`src/tjrq_pkg.sv`:
```
package tjrq_pkg;

    localparam int QUEUE_DEPTH = 16;
    localparam int MAX_RESULTS = 16;
    localparam int CNT_W       = $clog2(MAX_RESULTS);
    localparam int JOB_W       = 16;
    localparam int DUE_W       = 32;

    localparam logic [1:0] ACT_INSERT = 2'd0;
    localparam logic [1:0] ACT_REMOVE = 2'd1;
    localparam logic [1:0] ACT_TICK   = 2'd2;

    localparam logic [2:0] KIND_INSERTED = 3'd0;
    localparam logic [2:0] KIND_FULL     = 3'd1;
    localparam logic [2:0] KIND_REMOVED  = 3'd2;
    localparam logic [2:0] KIND_EMPTY    = 3'd3;
    localparam logic [2:0] KIND_RELEASED = 3'd4;
    localparam logic [2:0] KIND_NONE_DUE = 3'd5;

    typedef enum logic [1:0] {
        CELL_HOLD   = 2'd0,
        CELL_INSERT = 2'd1,
        CELL_POP    = 2'd2
    } t_cell_op;

    typedef struct packed {
        logic             valid;
        logic [JOB_W-1:0] job;
        logic [DUE_W-1:0] due;
    } t_slot;

    typedef struct packed {
        t_cell_op         op;
        logic [JOB_W-1:0] job;
        logic [DUE_W-1:0] due;
    } t_cell_ctl;

endpackage

```
`src/timed_job_release_queue.sv`:
```
// Channel  | Handshake          | Payload
// ---------+--------------------+-------------------------------------------
// in word  | i_valid, o_stall   | i_action, i_job_id, i_start_delay
// out word | o_valid, i_stall   | o_kind, o_job_id_out, o_due_time, o_last
//
// An in word waits in the command register; o_stall is high while it waits,
// so a new in word is taken only once the held one has left that register.
// Insert and remove shift the cell chain at the edge that frees the command register.
// A tick first advances time, then releases due jobs one per out word (at most
// MAX_RESULTS), or gives a single nothing-due word.
// Reset is synchronous and active low; it empties the chain and zeroes time.
// A stalled out word holds all work; one more in word can wait, then o_stall holds.
module timed_job_release_queue #(
    parameter int QUEUE_DEPTH = tjrq_pkg::QUEUE_DEPTH
) (
    input  logic        i_clk,
    input  logic        i_rst_n,
    input  logic        i_valid,
    output logic        o_stall,
    input  logic [1:0]  i_action,
    input  logic [15:0] i_job_id,
    input  logic [15:0] i_start_delay,
    output logic        o_valid,
    input  logic        i_stall,
    output logic [2:0]  o_kind,
    output logic [15:0] o_job_id_out,
    output logic [31:0] o_due_time,
    output logic        o_last
);

    typedef enum logic [1:0] {
        ST_IDLE = 2'b01,
        ST_TICK = 2'b10
    } t_state;

    t_state                       r_state, n_state;
    logic                         r_cmd_valid, n_cmd_valid;
    logic [1:0]                   r_cmd_action;
    logic [15:0]                  r_cmd_job;
    logic [15:0]                  r_cmd_delay;
    logic [tjrq_pkg::DUE_W-1:0]   r_now, n_now;
    logic [tjrq_pkg::CNT_W-1:0]   r_count, n_count;
    logic                         r_out_valid, n_out_valid;
    logic [2:0]                   r_out_kind, n_out_kind;
    logic [15:0]                  r_out_job, n_out_job;
    logic [31:0]                  r_out_due, n_out_due;
    logic                         r_out_last, n_out_last;

    tjrq_pkg::t_cell_ctl          w_ctl;
    tjrq_pkg::t_slot              w_slot  [QUEUE_DEPTH];
    logic                         w_stays [QUEUE_DEPTH];

    logic                         w_in_take;
    logic                         w_out_free;
    logic [32:0]                  w_sum;
    logic [31:0]                  w_due;
    logic                         w_full;
    logic                         w_release;
    logic                         w_rel_last;

    localparam tjrq_pkg::t_slot EMPTY_SLOT = '{valid: 1'b0, job: '0, due: '0};

    genvar g;
    generate
        for (g = 0; g < QUEUE_DEPTH; g++) begin : g_cell
            tjrq_pkg::t_slot w_prev;
            tjrq_pkg::t_slot w_next;
            logic            w_prev_stays;
            if (g == 0) begin : g_head
                assign w_prev       = EMPTY_SLOT;
                assign w_prev_stays = 1'b1;
            end else begin : g_body
                assign w_prev       = w_slot[g-1];
                assign w_prev_stays = w_stays[g-1];
            end
            if (g == QUEUE_DEPTH - 1) begin : g_tail
                assign w_next = EMPTY_SLOT;
            end else begin : g_mid
                assign w_next = w_slot[g+1];
            end
            tjrq_cell u_cell (
                .i_clk        (i_clk),
                .i_rst_n      (i_rst_n),
                .i_ctl        (w_ctl),
                .i_prev       (w_prev),
                .i_prev_stays (w_prev_stays),
                .i_next       (w_next),
                .o_slot       (w_slot[g]),
                .o_stays      (w_stays[g])
            );
        end
    endgenerate

    assign o_stall    = r_cmd_valid;
    assign w_in_take  = i_valid && !r_cmd_valid;
    assign w_out_free = !r_out_valid || !i_stall;

    assign w_sum  = {1'b0, r_now} + {17'b0, r_cmd_delay};
    assign w_due  = w_sum[32] ? '1 : w_sum[31:0];
    assign w_full = w_slot[QUEUE_DEPTH-1].valid;

    assign w_release  = w_slot[0].valid && (w_slot[0].due <= r_now);
    assign w_rel_last = (r_count == tjrq_pkg::CNT_W'(tjrq_pkg::MAX_RESULTS - 1))
                        || !w_slot[1].valid || (w_slot[1].due > r_now);

    always_comb begin
        n_state     = r_state;
        n_cmd_valid = r_cmd_valid;
        n_now       = r_now;
        n_count     = r_count;
        n_out_valid = r_out_valid && i_stall;
        n_out_kind  = r_out_kind;
        n_out_job   = r_out_job;
        n_out_due   = r_out_due;
        n_out_last  = r_out_last;
        w_ctl       = '{op: tjrq_pkg::CELL_HOLD, job: r_cmd_job, due: w_due};

        if (w_in_take) begin
            n_cmd_valid = 1'b1;
        end

        unique case (r_state)
            ST_IDLE: begin
                if (r_cmd_valid && w_out_free) begin
                    n_cmd_valid = 1'b0;
                    n_out_job   = '0;
                    n_out_due   = '0;
                    n_out_last  = 1'b1;
                    case (r_cmd_action)
                        tjrq_pkg::ACT_INSERT: begin
                            n_out_valid = 1'b1;
                            if (w_full) begin
                                n_out_kind = tjrq_pkg::KIND_FULL;
                            end else begin
                                n_out_kind = tjrq_pkg::KIND_INSERTED;
                                w_ctl.op   = tjrq_pkg::CELL_INSERT;
                            end
                        end
                        tjrq_pkg::ACT_REMOVE: begin
                            n_out_valid = 1'b1;
                            if (w_slot[0].valid) begin
                                n_out_kind = tjrq_pkg::KIND_REMOVED;
                                n_out_job  = w_slot[0].job;
                                n_out_due  = w_slot[0].due;
                                w_ctl.op   = tjrq_pkg::CELL_POP;
                            end else begin
                                n_out_kind = tjrq_pkg::KIND_EMPTY;
                            end
                        end
                        tjrq_pkg::ACT_TICK: begin
                            if (r_now != '1) begin
                                n_now = r_now + 32'd1;
                            end
                            n_count = '0;
                            n_state = ST_TICK;
                        end
                        default: begin
                            n_state = ST_IDLE;
                        end
                    endcase
                end
            end
            ST_TICK: begin
                if (w_out_free) begin
                    n_out_valid = 1'b1;
                    if (w_release) begin
                        n_out_kind = tjrq_pkg::KIND_RELEASED;
                        n_out_job  = w_slot[0].job;
                        n_out_due  = w_slot[0].due;
                        n_out_last = w_rel_last;
                        w_ctl.op   = tjrq_pkg::CELL_POP;
                        n_count    = r_count + 1'b1;
                        if (w_rel_last) begin
                            n_count = '0;
                            n_state = ST_IDLE;
                        end
                    end else begin
                        n_out_kind = tjrq_pkg::KIND_NONE_DUE;
                        n_out_job  = '0;
                        n_out_due  = '0;
                        n_out_last = 1'b1;
                        n_count    = '0;
                        n_state    = ST_IDLE;
                    end
                end
            end
            default: begin
                n_state = ST_IDLE;
            end
        endcase
    end

    always_ff @(posedge i_clk) begin
        if (!i_rst_n) begin
            r_state     <= ST_IDLE;
            r_cmd_valid <= 1'b0;
            r_now       <= '0;
            r_count     <= '0;
            r_out_valid <= 1'b0;
        end else begin
            r_state     <= n_state;
            r_cmd_valid <= n_cmd_valid;
            r_now       <= n_now;
            r_count     <= n_count;
            r_out_valid <= n_out_valid;
        end
    end

    always_ff @(posedge i_clk) begin
        if (w_in_take) begin
            r_cmd_action <= i_action;
            r_cmd_job    <= i_job_id;
            r_cmd_delay  <= i_start_delay;
        end
        r_out_kind <= n_out_kind;
        r_out_job  <= n_out_job;
        r_out_due  <= n_out_due;
        r_out_last <= n_out_last;
    end

    assign o_valid      = r_out_valid;
    assign o_kind       = r_out_kind;
    assign o_job_id_out = r_out_job;
    assign o_due_time   = r_out_due;
    assign o_last       = r_out_last;

`ifndef SYNTHESIS
    a_head_sorted: assert property (@(posedge i_clk) disable iff (!i_rst_n)
        w_slot[1].valid |-> (w_slot[0].valid && (w_slot[0].due <= w_slot[1].due)))
        else $error("chain order broken at head");

    a_tick_ends_last: assert property (@(posedge i_clk) disable iff (!i_rst_n)
        (r_state == ST_TICK) ##1 (r_state == ST_IDLE) |-> (r_out_valid && r_out_last))
        else $error("release run ended without last word");

    a_count_idle: assert property (@(posedge i_clk) disable iff (!i_rst_n)
        (r_count != '0) |-> (r_state == ST_TICK))
        else $error("release count live outside tick");

    a_tail_order: assert property (@(posedge i_clk) disable iff (!i_rst_n)
        w_slot[QUEUE_DEPTH-1].valid |-> w_slot[QUEUE_DEPTH-2].valid)
        else $error("hole before tail cell");
`endif

endmodule

```
`src/tjrq_cell.sv`:
```
module tjrq_cell (
    input  logic              i_clk,
    input  logic              i_rst_n,
    input  tjrq_pkg::t_cell_ctl i_ctl,
    input  tjrq_pkg::t_slot   i_prev,
    input  logic              i_prev_stays,
    input  tjrq_pkg::t_slot   i_next,
    output tjrq_pkg::t_slot   o_slot,
    output logic              o_stays
);

    logic                       r_valid;
    logic [tjrq_pkg::JOB_W-1:0] r_job;
    logic [tjrq_pkg::DUE_W-1:0] r_due;
    tjrq_pkg::t_slot            n_slot;

    assign o_stays = r_valid && (r_due <= i_ctl.due);
    assign o_slot  = '{valid: r_valid, job: r_job, due: r_due};

    always_comb begin
        n_slot = o_slot;
        unique case (i_ctl.op)
            tjrq_pkg::CELL_INSERT: begin
                if (!o_stays) begin
                    if (i_prev_stays) begin
                        n_slot = '{valid: 1'b1, job: i_ctl.job, due: i_ctl.due};
                    end else begin
                        n_slot = i_prev;
                    end
                end
            end
            tjrq_pkg::CELL_POP: begin
                n_slot = i_next;
            end
            default: begin
                n_slot = o_slot;
            end
        endcase
    end

    always_ff @(posedge i_clk) begin
        if (!i_rst_n) begin
            r_valid <= 1'b0;
        end else begin
            r_valid <= n_slot.valid;
        end
    end

    always_ff @(posedge i_clk) begin
        r_job <= n_slot.job;
        r_due <= n_slot.due;
    end

endmodule

```
`config.mk`:
```
export PLATFORM = sky130hd
export DESIGN_NAME = timed_job_release_queue
export DESIGN_NICKNAME = d
export VERILOG_FILES = /design/src/tjrq_pkg.sv /design/src/timed_job_release_queue.sv /design/src/tjrq_cell.sv
export SDC_FILE = /design/constraint.sdc
export NUM_CORES = 2
export LEC_CHECK = 0
export BUFFER_PORTS_ARGS = -buffer_cell sky130_fd_sc_hd__buf_2
export CAP_MARGIN = 20
export CORE_MARGIN = 5
export CORE_UTILIZATION = 60
export DETAILED_ROUTE_END_ITERATION = 8
export MAX_ROUTING_LAYER = met4
export PLACE_DENSITY = 0.8
export SYNTH_ARGS = -nofsm -noshare
export SYNTH_HDL_FRONTEND = slang
export SYNTH_HIERARCHICAL = 1
export SYNTH_SLANG_ARGS = --single-unit
```
`constraint.sdc`:
```
create_clock -name i_clk -period 7.4 [get_ports i_clk]
set_input_delay 0.37 -clock i_clk [delete_from_list [all_inputs] [get_ports i_clk]]
set_output_delay 0.37 -clock i_clk [all_outputs]
set_load 0.005 [all_outputs]
```
==> flow_summary.yaml <==
sta:
  fmax_mhz: 149
  slew_viol_final: 0
  fin_tns_setup_ns: 0
  fin_crit_sh: 0.904
  tightest_slew_ns: 0.983
  report.final.setup_viol: 0
  slew_headroom: 0.345
  hold_viol: 0
  grt_setup_unrepaired: "no"
  fin_crit_ns: 6.69
  layout_setup_ws_ns: 0.711
  hold_ws_ns: 0.198
  clock_skew_ns: 0.0343
critical_path:
  cp_max_fo: 49
  r2r_cells: 21
  worstSetupStartpointType: "flip-flop"
  endpoint_kind: "flip-flop"
  timing.rr.end: "g_cell[4].u_cell/r_due[20]"
  worstReg2RegStart: "r_now[0]"
  critPathRequiredTime_ns: 7.79
  crit_arrival_ns: 7.08
  reg2reg_setup_slack_ns: 0.71
  crit_type: "reg2reg"
floorplanning:
  rows: 118
  io_pins: 92
  dieWidth_microns: 333
  initial_core_util: 0.604
  core_sq_um: 103000
  die_area_sq_um: 111000
  die_h_microns: 333
clocking:
  post_cts_buffers: 0
  cts.htree.levels: 3
  clk_pin_slew_ns: 0.06
  numCtsBuffers: 98
  insertion_delay_ns: 0.69
  root_buffer: "clkbuf_16"
  cts.sinks: 910
  cts_tree: "yes"
  cts_buffer_depth: 3
power:
  leakage_nw: 23.6
  powerDensity_nw_per_um2: 187
  vdd_ir_drop_max_mv: 0.197
finish:
  drive_gt1_frac: 0.0901
  diodes: 0
  final_util: 0.666
  synthToLayoutAreaGrowth_pct: 10.3
  finalNetCount: 6998
grt:
  grt_max_degree: 99
  grt_antenna_before_repair: 0
  grt_use_total: 0.285
  grt.overflow.total: 0
  grt_pass1_wl_microns: 254000
  grt_pass1_vias: 48500
synth:
  syn_area_sq_um: 62400
  synth.yosys.warnings: 6
  avgSynthCellArea_sq_um: 10.0
  postSynthCellCount: 6231
drt:
  via_per_inst: 6.16
  drtPass1Iterations: 6
  post_drt_wl_per_cell_microns: 20.4
  num_vias: 48200
  wl_microns: 160000
  drc: 0
  ant_nets: 0
  drt_iter0_drc: 4140
flow_run:
  max_cap_violations: 0
min_path:
  min_to: "o_valid"
  hold_path.startpoint: "i_stall"
  holdPathStages: 3
  min-delay-path-class: "in2reg"
placement:
  pre_cts_ws_ns: 0.884
  dp_hpwl_microns: 115000
  io_buffers: 91
  place_congestion: 0.944
outcome:
  run_status: "finished, final reports clean"
stage by stage:
stage	instance area [sq um]	instances	power, mW
6_report	68800	7826	12.8
5_1_grt	68800	7826	13.3
4_1_cts	68700	7822	12.9
3_5_place_dp	65100	7604	7.74
3_3_place_gp	65000	7603	7.65
2_1_floorplan	62800	6328	7.22
layer usage:
metal  vias up  part of all wire  track usage
met5         -                 0            -
met4         0             0.028       0.0873
met3       346             0.059       0.0345
met2      1579              0.50        0.488
met1     23600              0.41        0.358
li1      22700                 -            -
repair_timing:
item,4_1_cts,5_1_grt
hold buffers,35,0
resized for setup,0,0
endpoints found under the hold margin,35,0
area by class of cell:
class	instances	area (sq um)
inverters	589	2210
clock buffers	118	2650
fillers	7848	34500
multi-input cells	4521	32700
clock inverters	65	658
repair buffers	243	2130
flip-flops and latches	910	26800
well taps	1380	1730
report_power, final:
| part | total (mW) | switching [mW] | leakage (nW) | internal (mW) |
|---|---|---|---|---|
| registers | 6.25 | 0.261 | 8.29 | 5.99 |
| clock network | 5.15 | 2.14 | 1.62 | 3.00 |
| logic | 1.44 | 0.903 | 13.7 | 0.542 |
placed cells by master (no fill, tap or decap), types with 41 or more instances in the layout:
cell / count
o21a_1: 43
dfxtp_1: 56
nand2_1: 994
a21oi_1: 297
inv_1: 589
mux2i_1: 768
buf_4: 82
and2_1: 50
nor2_1: 140
nand3_1: 56
ha_1: 596
clkbuf_16: 103
edfxtp_1: 854
nand4_1: 54
nor3_1: 41
buf_2: 91
o21ai_1: 161
o21ai_0: 715
conb_1: 99
how the worst max path moves through the flow:
stage	from	to	slack (ns)	depth (start not counted)
after global placement	r_now[0]	g_cell[5].u_cell/r_job[11]	1.12	19
after detailed placement	r_now[0]	g_cell[4].u_cell/r_due[20]	0.88	21
final	r_now[0]	g_cell[4].u_cell/r_due[20]	0.71	21
after global routing	r_now[0]	g_cell[7].u_cell/r_job[2]	0.42	20
after floorplan	r_now[0]	g_cell[10].u_cell/r_due[0]	1.20	18
after CTS	r_now[0]	g_cell[4].u_cell/r_due[20]	0.83	21
registers in the layout, summed over array words and instances, names as in the netlist:
register	flops
o_job_id_out	16
r_cmd_action	2
o_stall	1
o_valid	1
r_cmd_delay	16
g_cell.u_cell/r_due	512
g_cell.u_cell/r_job	256
r_count	4
g_cell.u_cell/r_valid	16
r_now	32
o_kind	3
r_state	2
o_last	1
o_due_time	32
r_cmd_job	16
worst max-delay path: stages, from the launching register on:
cell	delay, ns
dfxtp_1	0.45
ha_1	0.24
inv_1	0.07
fa_1	0.38
nor2b_1	0.25
o31a_1	0.23
o31a_1	0.24
o21ai_0	0.18
o41a_1	0.73
nor2b_1	0.40
a2bb2oi_4	0.74
buf_4	0.27
inv_1	0.05
ha_1	0.34
a21oi_1	0.17
o21a_1	0.20
a2bb2oi_1	0.24
nand3_1	0.21
a31oi_4	0.23
buf_12	0.35
mux2i_1	0.27
o21ai_0	0.12
(Power assumes the default switching activity.)
